==> src/hw/rtl/pbr_pkg.sv <==
`default_nettype none
package pbr_pkg;

    // Stage counts of the cell row
    localparam int CORDIC_STAGES = 16;
    localparam int SQRT_STEPS    = 17;
    localparam int NUM_CELLS     = (CORDIC_STAGES > SQRT_STEPS) ? CORDIC_STAGES : SQRT_STEPS;
    localparam int IDX_W         = $clog2(NUM_CELLS);

    // Field widths
    localparam int POS_W = 16;
    localparam int ANG_W = 15;
    localparam int RNG_W = 17;

    // Internal widths: CORDIC vector, angle accumulator, square root remainder and radicand
    localparam int XY_W  = 20;
    localparam int Z_W   = 20;
    localparam int REM_W = 20;
    localparam int RAD_W = 2 * RNG_W;

    // Angles in Q3.12
    localparam int HALF_PI = 6434;
    localparam int PI_Q    = 2 * HALF_PI;
    localparam int TWO_PI  = 4 * HALF_PI;

    localparam logic [RNG_W-1:0] DEADBAND_RESET = RNG_W'(410);

    typedef enum logic [1:0] {
        QUAD_0 = 2'd0,
        QUAD_1 = 2'd1,
        QUAD_2 = 2'd2,
        QUAD_3 = 2'd3
    } quad_t;

    // Everything one cell hands to the next
    typedef struct packed {
        logic signed [XY_W-1:0]  x;
        logic signed [XY_W-1:0]  y;
        logic signed [Z_W-1:0]   z;
        logic [REM_W-1:0]        rem;
        logic [RNG_W-1:0]        root;
        logic [RAD_W-1:0]        rad;
        quad_t                   quad;
        logic                    zero;
        logic signed [ANG_W-1:0] hd;
    } cell_data_t;

    // atan(2^-i) in Q.16
    function automatic logic signed [Z_W-1:0] atan_lookup(input logic [IDX_W-1:0] i);
        logic signed [Z_W-1:0] v;
        case (int'(i))
            0:       v = Z_W'(51472);
            1:       v = Z_W'(30386);
            2:       v = Z_W'(16055);
            3:       v = Z_W'(8150);
            4:       v = Z_W'(4091);
            5:       v = Z_W'(2047);
            6:       v = Z_W'(1024);
            7:       v = Z_W'(512);
            8:       v = Z_W'(256);
            9:       v = Z_W'(128);
            10:      v = Z_W'(64);
            11:      v = Z_W'(32);
            12:      v = Z_W'(16);
            13:      v = Z_W'(8);
            14:      v = Z_W'(4);
            15:      v = Z_W'(2);
            16:      v = Z_W'(1);
            default: v = '0;
        endcase
        return v;
    endfunction

endpackage
`default_nettype wire

==> src/hw/rtl/pbr_prep.sv <==
`default_nettype none
module pbr_prep (
    input  wire logic                            clk,
    input  wire logic                            rst_n,
    input  wire logic                            en,
    input  wire logic                            in_valid,
    input  wire logic [pbr_pkg::POS_W-1:0]       target_x,
    input  wire logic [pbr_pkg::POS_W-1:0]       target_y,
    input  wire logic [pbr_pkg::POS_W-1:0]       own_x,
    input  wire logic [pbr_pkg::POS_W-1:0]       own_y,
    input  wire logic signed [pbr_pkg::ANG_W-1:0] own_heading,
    output logic                                 out_valid,
    output pbr_pkg::cell_data_t                  out_data
);
    import pbr_pkg::*;

    logic signed [POS_W:0] dx, dy, ndx, ndy;
    logic [POS_W-1:0]      a_next, b_next, adx_next, ady_next;
    quad_t                 quad_next;
    logic                  zero_next;

    logic                    v1_reg, v2_reg, v3_reg;
    logic [POS_W-1:0]        a1_reg, b1_reg, adx1_reg, ady1_reg;
    quad_t                   quad1_reg;
    logic                    zero1_reg;
    logic signed [ANG_W-1:0] hd1_reg;
    logic [POS_W-1:0]        a2_reg, b2_reg;
    logic [2*POS_W-1:0]      sqx2_reg, sqy2_reg;
    quad_t                   quad2_reg;
    logic                    zero2_reg;
    logic signed [ANG_W-1:0] hd2_reg;
    cell_data_t              d3_reg;

    // Differences and quadrant fold
    always_comb
    begin
        dx        = signed'({1'b0, target_x}) - signed'({1'b0, own_x});
        dy        = signed'({1'b0, target_y}) - signed'({1'b0, own_y});
        ndx       = -dx;
        ndy       = -dy;
        adx_next  = dx[POS_W] ? ndx[POS_W-1:0] : dx[POS_W-1:0];
        ady_next  = dy[POS_W] ? ndy[POS_W-1:0] : dy[POS_W-1:0];
        zero_next = 1'b0;
        if (dy > 0 && dx > 0)
        begin
            quad_next = QUAD_0;
            a_next    = dx[POS_W-1:0];
            b_next    = dy[POS_W-1:0];
        end
        else if (dy > 0)
        begin
            quad_next = QUAD_1;
            a_next    = dy[POS_W-1:0];
            b_next    = ndx[POS_W-1:0];
        end
        else if (dx < 0)
        begin
            quad_next = QUAD_2;
            a_next    = ndx[POS_W-1:0];
            b_next    = ndy[POS_W-1:0];
        end
        else
        begin
            // Fourth quadrant; a target along +x or on top of the follower gets bearing zero
            quad_next = QUAD_3;
            a_next    = ndy[POS_W-1:0];
            b_next    = dx[POS_W-1:0];
            zero_next = (dy == 0);
        end
    end

    // Hold valid bits
    always_ff @(posedge clk or negedge rst_n)
    begin
        if (!rst_n)
        begin
            v1_reg <= 1'b0;
            v2_reg <= 1'b0;
            v3_reg <= 1'b0;
        end
        else if (en)
        begin
            v1_reg <= in_valid;
            v2_reg <= v1_reg;
            v3_reg <= v2_reg;
        end
    end

    // Advance payload: fold, square, sum
    always_ff @(posedge clk)
    begin
        if (en)
        begin
            a1_reg    <= a_next;
            b1_reg    <= b_next;
            adx1_reg  <= adx_next;
            ady1_reg  <= ady_next;
            quad1_reg <= quad_next;
            zero1_reg <= zero_next;
            hd1_reg   <= own_heading;

            a2_reg    <= a1_reg;
            b2_reg    <= b1_reg;
            sqx2_reg  <= (2*POS_W)'(adx1_reg) * (2*POS_W)'(adx1_reg);
            sqy2_reg  <= (2*POS_W)'(ady1_reg) * (2*POS_W)'(ady1_reg);
            quad2_reg <= quad1_reg;
            zero2_reg <= zero1_reg;
            hd2_reg   <= hd1_reg;

            d3_reg.x    <= signed'(XY_W'(a2_reg));
            d3_reg.y    <= signed'(XY_W'(b2_reg));
            d3_reg.z    <= '0;
            d3_reg.rem  <= '0;
            d3_reg.root <= '0;
            d3_reg.rad  <= RAD_W'(sqx2_reg) + RAD_W'(sqy2_reg);
            d3_reg.quad <= quad2_reg;
            d3_reg.zero <= zero2_reg;
            d3_reg.hd   <= hd2_reg;
        end
    end

    assign out_valid = v3_reg;
    assign out_data  = d3_reg;

endmodule
`default_nettype wire

==> config.mk <==
export PLATFORM = sky130hd
export DESIGN_NAME = pbr_prep
export DESIGN_NICKNAME = d
export VERILOG_FILES = /design/src/hw/rtl/pbr_pkg.sv /design/src/hw/rtl/pbr_prep.sv
export SDC_FILE = /design/constraint.sdc
export NUM_CORES = 1
export LEC_CHECK = 0
export ABC_CLOCK_PERIOD_IN_PS = 9000
export BUFFER_PORTS_ARGS = -buffer_cell sky130_fd_sc_hd__buf_2
export CORE_MARGIN = 4
export CORE_UTILIZATION = 40
export DETAILED_ROUTE_END_ITERATION = 8
export GPL_TIMING_DRIVEN = 0
export PLACE_DENSITY = 0.56
export SYNTH_ARGS = -nofsm -noshare
export SYNTH_HDL_FRONTEND = slang
export SYNTH_SLANG_ARGS = --single-unit
==> constraint.sdc <==
create_clock -name clk -period 9 [get_ports clk]
set_input_delay 0.45 -clock clk [delete_from_list [all_inputs] [get_ports clk]]
set_output_delay 0.45 -clock clk [all_outputs]
set_load 0.05 [all_outputs]
Word level (Yosys, flattened, before mapping)
Cells that the tools add are included.

storage, ports and cells
  register bits = 283
  word-level logic and storage cells = 48
  output and inout port bits = 150
  input port bits = 83

cells by class
  magnitude comparators = 3
  $mul = 2
  reductions and logical operators = 4
  mux-type cells = 10
  add/subtract/negate cells = 5

operators by type and width
  cell                   number
  $mux W16               8
  $mul A16 B16 Y32       2
  $gt A17 B1 Y1 const B  2
  $sub A16 B16 Y17       2
  $add A32 B32 Y33       1
  $logic_not A32 Y1      1
  $neg A16 Y16           2
  $lt A17 B1 Y1 const B  1
  $reduce_or A3 Y1       1
  $mux W1                2
  $reduce_or A2 Y1       1
  $logic_and A1 B1 Y1    1

Logic depth before layout (Yosys ltp)
Gate-level depths: netlist (run 1).

  depth after elaboration = 5
  mapped depth = 26
  depth with buffers taken out = 25

Worst setup path after synthesis (run 1)
No wires, ideal clock.

  path type = reg2reg
  start = reg adx1_reg[1]
  end = reg sqx2_reg[30] (data pin)
  clock period less this slack = 6.339 ns
  slack = 2.661 ns
  library setup time = 0.271 ns
  arrival time = 6.067 ns
  path buffers = 2
  data required time = 8.729 ns
  cell stages (with the launch flop) = 27
  cell sequence = edfxtp_1 -> clkbuf_1 -> clkbuf_1 -> and2_1 -> fa_1 -> inv_1 -> fa_1 -> inv_1 -> fa_1 -> inv_1 -> fa_1 -> inv_1 -> fa_1 -> inv_1 -> fa_1 -> inv_1 -> ha_1 -> a21o_1 -> a21o_1 -> a21oi_1 -> o21a_1 -> o2111ai_1 -> a31oi_1 -> o31ai_1 -> o31ai_1 -> mux2i_1 -> o2111ai_1

between the ends
  cells in the longest elaborated chain, start to end = 1

ends and longest elaborated chain
  item                    RTL line         text
  from (decl)             pbr_prep.sv:23   logic [POS_W-1:0] a1_reg, b1_reg, adx1_reg, ady1_reg;
  from (signal assigned)  pbr_prep.sv:96   adx1_reg <= adx_next;
  $mul A16 B16 Y32        pbr_prep.sv:104  sqx2_reg <= (2*POS_W)'(adx1_reg) * (2*POS_W)'(adx1_reg);
  to (signal assigned)    pbr_prep.sv:104
  to (decl)               pbr_prep.sv:28   logic [2*POS_W-1:0] sqx2_reg, sqy2_reg;

Every way passes these cells.
A chain may end at the register's enable or synchronous reset.

Worst setup path in the final report (run 1)
  start = reg adx1_reg[4]
  end = reg sqx2_reg[30] (data pin)

Same word-level chain as after synthesis.

==> impl_metrics.yaml, run 1 <==
min_path:
  hold_class: "in2reg"
  hold_path_depth: 1
  min-delay-start: "own_heading[1]"
  sink_of_the_worst_hold_path: "hd1_reg[1]"
global_route:
  grt.overflow.total: 0
  antenna_found_initial: 1
  first_global_vias: 20900
  first_pass_grt_wire_length_um: 111000
  maximum_number_of_pins_on_one_net_before_global_route_repair: 125
  grt_usage_pct: 18.8
worst_setup_path:
  critPathSlowestCell: "sky130_fd_sc_hd__o41ai_1"
  critical_path.startpoint_type: "flip-flop"
  crit_cells: 21
  regToRegSetupSlack_ps: 1390
  worst_path_largest_cell_delay_ps: 850
  end_kind: "flip-flop"
  timing.reg2reg.worst_path_depth: 21
  worst_setup_path_startpoint: "adx1_reg[4]"
  timing.critical_path.fanout_max: 10
  worst_r2r_startpoint: "adx1_reg[4]"
  timing.critical_path.mode_cell: "sky130_fd_sc_hd__fa_1"
  cp_cell_sequence: "clkbuf_1, nand2_1, fa_1, inv_1, fa_1, ha_1, inv_1, fa_1, fa_1, inv_1, fa_1, ha_1, o21a_1, o31a_1, o41ai_1, o2111ai_1, a31oi_1, o31ai_1, o31ai_1, mux2i_1, o2111ai_1"
  worst_path_dominant_cell_family: "adder cells"
  worst_setup_path_class: "reg2reg"
  cp_data_required_time_ps: 9280
  cp_arrival_ps: 7890
  reg2reg_to: "sqx2_reg[30]"
  worst-path-buf-inv: 4
sta:
  pins_over_slew_limit: 0
  clock_skew_ps: 26.0
  hold_viol_final: 0
  timing.setup.tns_ps: 0
  timing_worst_slew_pin_value_ps: 1150
  max-slew-margin-rel_pct: 22.9
  layout_min_cycle_time_ps: 7610
  post-route-period-util_pct: 84.5
  fmax_ghz: 0.131
  setup_violations: 0
  grt_setup_unrepaired: "false"
detailed_routing:
  remaining_drc_errors: 0
  route.detailed.wl_per_inst_um: 17.5
  route.detailed.vias_per_inst: 4.94
  antenna_violating_nets_post_route: 0
  drt-total-wl_um: 69800
  dr.pass1.iters: 5
  vias: 19700
  detail_route.iter0.violations: 1020
run_status:
  status: "completed"
final_layout:
  post_route_cells_drive_above_1_share_pct: 11.2
  syn2layout_area_growth_pct: 12.3
  most-common-layout-cells: "sky130_fd_sc_hd__inv_1, sky130_fd_sc_hd__fa_1, sky130_fd_sc_hd__edfxtp_1"
  nets: 3700
  final_common_cell: "sky130_fd_sc_hd__inv_1"
  fillers: 6783
  largest_reg_flops: 83
clock_tree:
  clk_tree_root_cell: "sky130_fd_sc_hd__clkbuf_16"
  cts_tree: "built"
  clock_latency_ps: 550
  clk_pin_slew_worst_paths_ps: 60
  tritoncts_num_sinks: 280
  cts_h_tree_depth: 2
  clock_path_buffers: 3
  total_cts_buffers: 36
synthesis:
  synth-seq-area-share_pct: 29.8
  ys_dominant_reg_cell: "sky130_fd_sc_hd__edfxtp_1"
  synth.cell_area_um2: 28200
  synth-edff-count: 277
  asyncSetResetFlopFracSynth_pct: 1.07
  synthesis.yosys.warnings: 0
  postSynthCellCount: 2754
  netlist-cell-type-count: 87
  synthesis.area_per_instance_um2: 10.2
  yosys_register_bits: 280
floorplanning:
  die_area_um2: 74800
  initial_core_util_pct: 40.3
  placementRows: 97
  ports_placed_on_the_boundary: 233
  die_height_um: 273
  die-width_um: 273
  coreArea_um2: 69900
flow_run:
  max_cap_viol_count: 0
placed_design:
  place.port_buffers: 166
  dpl.hpwl_um: 57100
  globalplace.congestion: 0.918
[area by class of cell]
class | instances | area, µm² | area share (%)
sequential | 280 | 8390 | 26.5
clock inverter | 21 | 175 | 0.553
antenna | 1 | 2.50 | 0.00791
buffer | 132 | 773 | 2.44
timing repair buffer | 169 | 906 | 2.86
tap | 940 | 1180 | 3.72
clock buffer | 44 | 952 | 3.01
inverter | 568 | 2130 | 6.74
multi-input combinational | 1839 | 17100 | 54.2
[worst register-to-register path, delay by kind of cell, from the launching register on]
kind | cells | cell delay, ps
buf+inv | 4 | 730
compound gates | 8 | 2420
fa+ha+maj | 7 | 2970
mux | 1 | 240
flops | 1 | 760
simple gates | 1 | 240
[cell families (layout without fill, tap and decap cells)]
group	count (synthesis)	after routing	share of synthesized area (%)
other cells	1	67	0.0133
buf+inv	700	934	10.3
xor+xnor	151	151	4.69
simple gates	664	664	11.4
compound gates	352	352	8.35
mux	15	15	0.559
fa+ha+maj	591	591	34.9
flops	280	280	29.8
[routing by layer]
metal  GRT usage (%)  vias to the layer above  part of all wire [%]
met1            24.9                     9692                    43
met5               0                        -                     0
met3            2.56                      123                   5.2
li1                -                     9366                     -
met2            32.2                      549                    48
met4            6.11                        0                   3.2
[worst max-delay path by stage]
| stage | to | slack [ps] |
|---|---|---|
| final | sqx2_reg[30] | 1390 |
| after global routing | sqx2_reg[30] | 1040 |
| after CTS | sqx2_reg[30] | 1480 |
| after detailed placement | sqx2_reg[30] | 1500 |
| after global placement | sqy2_reg[28] | 1620 |
| after floorplan | sqx2_reg[30] | 2660 |
[what timing repair did]
action	CTS	global route
gates resized for setup	0	0
endpoints found under the hold margin	3	0
buffers inserted	0	0
hold buffers	1	0
[cells in the mapped netlist (24+ instances only)]
master | count | area, µm²
sky130_fd_sc_hd__inv_1 | 568 | 2130
sky130_fd_sc_hd__fa_1 | 326 | 6530
sky130_fd_sc_hd__edfxtp_1 | 277 | 8320
sky130_fd_sc_hd__ha_1 | 265 | 3320
sky130_fd_sc_hd__nand2_1 | 234 | 878
sky130_fd_sc_hd__nor2_1 | 156 | 586
sky130_fd_sc_hd__xnor2_1 | 107 | 937
sky130_fd_sc_hd__a21oi_1 | 94 | 470
sky130_fd_sc_hd__and2_1 | 84 | 526
sky130_fd_sc_hd__buf_4 | 70 | 526
sky130_fd_sc_hd__o21ai_0 | 58 | 290
sky130_fd_sc_hd__clkbuf_1 | 52 | 195
sky130_fd_sc_hd__xor2_1 | 44 | 385
sky130_fd_sc_hd__a21o_1 | 37 | 278
sky130_fd_sc_hd__nor3_1 | 36 | 180
sky130_fd_sc_hd__nand3_1 | 30 | 150
sky130_fd_sc_hd__nor2b_1 | 27 | 169
sky130_fd_sc_hd__o21a_1 | 24 | 180
[metrics by stage]
step	hold slack, ps	instances	util [%]	area, µm²	setup WS, ps
3_3_place_gp	242	3925	43.5	30400	1620
6_report	85.8	3994	45.3	31600	1390
3_5_place_dp	250	3927	43.6	30500	1500
2_1_floorplan	154	2819	-	28400	2660
4_1_cts	47.5	3993	45.3	31600	1480
5_1_grt	54.9	3993	45.3	31600	1040
Power of run 1 is left out: the tool's default activity adds up to more than one toggle a clock period on the data nets, which glitch-free logic cannot reach.
==> run 2, diff against run 1 <==
- ABC_CLOCK_PERIOD_IN_PS: 9000 -> 7300
- clock period: 9 -> 7.3 ns (I/O delays scaled with it)
==> run 2 against run 1 <==
Net effect: die area unchanged; wire length rose by 0.17%; via count up 0.43%; hold slack got worse by 17 ps; clock skew is 0.86 ps higher; non-clock buffer count grew 19; final area up 0.83%; register-to-register slack worse by 1100 ps; first-iteration DRC count decreased by 1.7%; global-route usage about the same; worst setup slack lost 1100 ps; critical endpoint is now sqy2_reg[31]; highest routed layer unchanged.
==> impl_metrics.yaml, run 2 (synthesis gave the netlist of run 1 again) <==
floorplanning:
  ports_placed_on_the_boundary: 233
  initial_core_util_pct: 40.3
  die_height_um: 273
  placementRows: 97
  coreArea_um2: 69900
  die-width_um: 273
  die_area_um2: 74800
final_layout:
  post_route_cells_drive_above_1_share_pct: 12.4
  largest_reg_flops: 83
  final_design_area_no_fill_um2: 31900
  final_common_cell: "sky130_fd_sc_hd__inv_1"
  most-common-layout-cells: "sky130_fd_sc_hd__inv_1, sky130_fd_sc_hd__fa_1, sky130_fd_sc_hd__edfxtp_1"
  fillers: 6764
  syn2layout_area_growth_pct: 13.2
  nets: 3719
clock_tree:
  tritoncts_num_sinks: 280
  total_cts_buffers: 36
  clk_tree_root_cell: "sky130_fd_sc_hd__clkbuf_16"
  clk_pin_slew_worst_paths_ps: 50
  clock_path_buffers: 3
  cts_h_tree_depth: 2
  cts_tree: "built"
  clock_latency_ps: 560
global_route:
  first_global_vias: 21000
  antenna_found_initial: 1
  first_pass_grt_wire_length_um: 111000
  grt_usage_pct: 18.9
  maximum_number_of_pins_on_one_net_before_global_route_repair: 125
  grt.overflow.total: 0
worst_setup_path:
  regToRegSetupSlack_ps: 330
  critical_path.startpoint_type: "flip-flop"
  worst_setup_path_startpoint: "ady1_reg[6]"
  end_kind: "flip-flop"
  setup.worst_path.end: "sqy2_reg[31]"
  reg2reg_to: "sqy2_reg[31]"
  worst_setup_path_class: "reg2reg"
  cp_data_required_time_ps: 7580
  timing.reg2reg.worst_path_depth: 22
  cp_arrival_ps: 7260
  timing.critical_path.fanout_max: 10
  worst_r2r_startpoint: "ady1_reg[6]"
placed_design:
  dpl.hpwl_um: 57100
  globalplace.congestion: 0.918
  pre_cts_slack_ps: -197
  place.port_buffers: 166
  placedInstanceArea_um2: 30500
sta:
  fmax_ghz: 0.143
  post-route-period-util_pct: 95.5
  clock_skew_ps: 26.8
  max-slew-margin-rel_pct: 25.5
  final_critical_path_setup_slack_ps: 327
  timing_worst_slew_pin_value_ps: 1120
  fin_worst_hold_slack_ps: 69.0
  hold_viol_final: 0
  setup_violations: 0
  pins_over_slew_limit: 0
  layout_min_cycle_time_ps: 6970
detailed_routing:
  route.detailed.vias_per_inst: 4.94
  remaining_drc_errors: 0
  dr.pass1.iters: 7
  antenna_violating_nets_post_route: 0
  route.detailed.wl_per_inst_um: 17.4
  vias: 19800
  detail_route.iter0.violations: 1003
  drt-total-wl_um: 69900
flow_run:
  max_cap_viol_count: 0
min_path:
  hold_class: "in2reg"
run_status:
  status: "completed"
==> run 2: cell count changes in the layout (fill, tap and decap cells not counted), sizes merged <==
cell / before / now
buf: 248 / 260
clkbuf: 96 / 88
diode: 1 / 2
dlygate4sd3: 1 / 16
==> run 2: metrics by stage <==
step / setup TNS (ps) / instances / util, %
after floorplan: 0 / 2819 / -
after global placement: -223 / 3925 / 43.5
after detailed placement: -421 / 3927 / 43.6
after CTS: 0 / 4008 / 45.5
after global routing: -20.5 / 4012 / 45.6
final: 0 / 4014 / 45.6
==> run 2: worst min-delay path by stage <==
stage                     startpoint  depth (start not counted)   endpoint  slack (ps)
after floorplan                rst_n                          0  out_valid          70
after global placement         rst_n                          1     v1_reg         160
after detailed placement       rst_n                          1     v1_reg         160
after CTS                   in_valid                          2     v1_reg          30
after global routing        in_valid                          2     v1_reg          50
final                       in_valid                          2     v1_reg          70
==> run 2: layout make-up <==
| type | instances | area (µm²) | area share [%] |
|---|---|---|---|
| multi-input combinational | 1839 | 17200 | 53.8 |
| sequential | 280 | 8390 | 26.3 |
| inverter | 568 | 2130 | 6.68 |
| tap | 940 | 1180 | 3.69 |
| timing repair buffer | 193 | 1120 | 3.52 |
| clock buffer | 44 | 952 | 2.98 |
| buffer | 127 | 785 | 2.46 |
| clock inverter | 21 | 175 | 0.549 |
| antenna | 2 | 5.00 | 0.0157 |
==> run 2: timing repair <==
action	in CTS	in global routing
endpoints found under the setup margin	4	12
hold endpoints to repair	18	0
pin swaps	0	0
setup buffers	0	9
hold buffers	16	0
gates resized for setup	6	47
==> run 2: layer usage <==
| layer | vias up | GRT usage, % | share of wire (%) |
|---|---|---|---|
| met5 | - | 0 | 0 |
| met4 | 0 | 6.11 | 3.3 |
| met3 | 125 | 2.48 | 5.4 |
| met2 | 594 | 32.3 | 48 |
| met1 | 9696 | 24.9 | 43 |
| li1 | 9400 | - | - |
==> run 2: worst max-delay path, stage by stage (launching register included) <==
cell and delay [ps]:
sky130_fd_sc_hd__edfxtp_1 720, sky130_fd_sc_hd__clkbuf_2 400, sky130_fd_sc_hd__nand2_1 180, sky130_fd_sc_hd__fa_1 560
sky130_fd_sc_hd__inv_1 60, sky130_fd_sc_hd__fa_1 530, sky130_fd_sc_hd__fa_1 450, sky130_fd_sc_hd__fa_1 510
sky130_fd_sc_hd__fa_1 490, sky130_fd_sc_hd__inv_1 50, sky130_fd_sc_hd__fa_1 480, sky130_fd_sc_hd__inv_1 50
sky130_fd_sc_hd__ha_1 360, sky130_fd_sc_hd__nand2_1 120, sky130_fd_sc_hd__a31oi_1 90, sky130_fd_sc_hd__o41ai_1 410
sky130_fd_sc_hd__o211ai_1 330, sky130_fd_sc_hd__o211ai_1 330, sky130_fd_sc_hd__nand3_1 150, sky130_fd_sc_hd__nand3_1 130
sky130_fd_sc_hd__nand2b_1 60, sky130_fd_sc_hd__a21oi_1 170, sky130_fd_sc_hd__xnor2_1 80
Power of run 2 is left out for the same reason.
==> run 3, diff against run 2 <==
- ABC_CLOCK_PERIOD_IN_PS: 7300 -> 8800
- REMOVE_ABC_BUFFERS: not set -> 1
- clock period: 7.3 -> 8.8 ns (I/O delays scaled with it)
==> run 3 against run 2 <==
Net effect: count of clock-buffer cells in the layout stayed put; global-route usage is 1.8 points lower; critical path depth stayed put; first-iteration DRC count is 1.7% higher; sequential share of layout area is 0.65 points higher; final cell count is 3.7% lower; final area is 2.4% lower; non-clock buffer count is 148 lower; register-to-register slack better by 1200 ps; die area stayed put; hold slack better by 12 ps.
==> impl_metrics.yaml, run 3 (synthesis gave the netlist of run 1 again) <==
clock_tree:
  clk_pin_slew_worst_paths_ps: 60
  clock_path_buffers: 3
  cts_h_tree_depth: 2
  total_cts_buffers: 38
  clk_tree_root_cell: "sky130_fd_sc_hd__clkbuf_16"
  post-cts-setup-buffers: 0
  tritoncts_num_sinks: 280
  cts_tree: "built"
  clock_latency_ps: 540
detailed_routing:
  remaining_drc_errors: 0
  drt-total-wl_um: 63300
  dr.pass1.iters: 5
  detail_route.iter0.violations: 1020
  highest_layer: "met5"
  routed-wl-met3_um: 3150
  route.detailed.wl_per_inst_um: 16.4
  dr_wl_met2_um: 30100
  route.detailed.vias_per_inst: 4.92
  vias: 19000
  wl_met1_um: 28400
  antenna_violating_nets_post_route: 0
worst_setup_path:
  worst_path_largest_cell_delay_ps: 760
  cp_arrival_ps: 7460
  worst_r2r_startpoint: "adx1_reg[12]"
  regToRegSetupSlack_ps: 1540
  critical_path.startpoint_type: "flip-flop"
  worst_setup_path_startpoint: "adx1_reg[12]"
  cp_data_required_time_ps: 9000
  worst_setup_path_class: "reg2reg"
  reg2reg_to: "sqx2_reg[30]"
  timing.critical_path.fanout_max: 11
  setup.worst_path.end: "sqx2_reg[30]"
  cp_cell_sequence: "inv_1, nor2_1, ha_1, xor2_1, fa_1, inv_1, fa_1, fa_1, fa_1, inv_1, fa_1, inv_1, ha_1, and3_1, nand2_1, o21a_1, o2111ai_1, a31oi_1, o31ai_1, o31ai_1, mux2i_1, o2111ai_1"
  critPathSlowestCell: "sky130_fd_sc_hd__edfxtp_1"
  timing.reg2reg.worst_path_depth: 22
  timing.critical_path.mode_cell: "sky130_fd_sc_hd__fa_1"
  end_kind: "flip-flop"
final_layout:
  syn2layout_area_growth_pct: 10.4
  final_common_cell: "sky130_fd_sc_hd__inv_1"
  largest_reg_flops: 83
  fillers: 6750
  fin_util_pct: 44.5
  nets: 3573
  most-common-layout-cells: "sky130_fd_sc_hd__inv_1, sky130_fd_sc_hd__fa_1, sky130_fd_sc_hd__edfxtp_1"
  post_route_cells_drive_above_1_share_pct: 9.40
  antenna_cells_inserted: 0
  final_design_area_no_fill_um2: 31100
  multi_input_area_um2: 17200
  area.sequential_um2: 8390
global_route:
  antenna_found_initial: 3
  grt_usage_pct: 17.1
  first_pass_grt_wire_length_um: 103000
  grt.overflow.total: 0
  first_global_vias: 20100
  maximum_number_of_pins_on_one_net_before_global_route_repair: 115
sta:
  pins_over_slew_limit: 0
  hold_viol_final: 0
  setup_violations: 0
  fmax_ghz: 0.138
  clock_skew_ps: 18.5
  grt_setup_unrepaired: "false"
  layout_min_cycle_time_ps: 7260
  timing_worst_slew_pin_value_ps: 1260
  fin_worst_hold_slack_ps: 80.6
  post-route-period-util_pct: 82.5
  timing.setup.tns_ps: 0
  max-slew-margin-rel_pct: 15.8
floorplanning:
  placementRows: 97
  initial_core_util_pct: 40.3
  coreArea_um2: 69900
  die-width_um: 273
  ports_placed_on_the_boundary: 233
  die_height_um: 273
  die_area_um2: 74800
placed_design:
  globalplace.congestion: 0.883
  place.port_buffers: 166
  dpl.hpwl_um: 51000
  placedInstanceArea_um2: 29800
min_path:
  hold_class: "in2reg"
run_status:
  status: "completed"
flow_run:
  max_cap_viol_count: 0
## run 3: worst min-delay path by stage
stage / from / to / cells after the start
after global routing: own_heading[2] / hd1_reg[2] / 1
after detailed placement: rst_n / v1_reg / 1
final: own_heading[5] / hd1_reg[5] / 1
after floorplan: rst_n / out_valid / 0
after CTS: own_heading[5] / hd1_reg[5] / 1
after global placement: rst_n / out_valid / 1
## run 3: layout make-up
type                    count  share of cell area (%)
repair buffers            172                    3.11
clock inverters            23                   0.832
multi-input cells        1839                    55.1
well taps                 940                    3.78
flip-flops and latches    280                    27.0
clock buffers              44                    3.33
inverters                 568                    6.85
## run 3: through the flow
stage | worst slack, ps | instances
after floorplan | 2540 | 2687
after global routing | 1120 | 3866
after detailed placement | 1460 | 3798
final | 1540 | 3866
after global placement | 1440 | 3793
after CTS | 1440 | 3866
## run 3: routing by layer
| metal | vias to the layer above | GRT usage [%] |
|---|---|---|
| li1 | 9093 | - |
| met1 | 9333 | 23.3 |
| met2 | 500 | 28.8 |
| met3 | 96 | 2.31 |
| met4 | 2 | 4.60 |
| met5 | - | 0 |
## run 3: repair_timing
action	in CTS	in global routing
setup endpoints to repair	0	0
resized for setup	0	0
hold buffers	1	0
hold endpoints to repair	3	0
## run 3: critical path, delay by kind of cell (launching register included)
kind	cells	cell delay, ps
adder cells (fa/ha/maj)	7	3140
AO/OA/AOI/OAI	6	1400
flip-flops	1	760
AND/OR/NAND/NOR	3	680
buffers and inverters	4	510
multiplexers	1	240
XOR/XNOR	1	200
Power of run 3 is left out for the same reason.
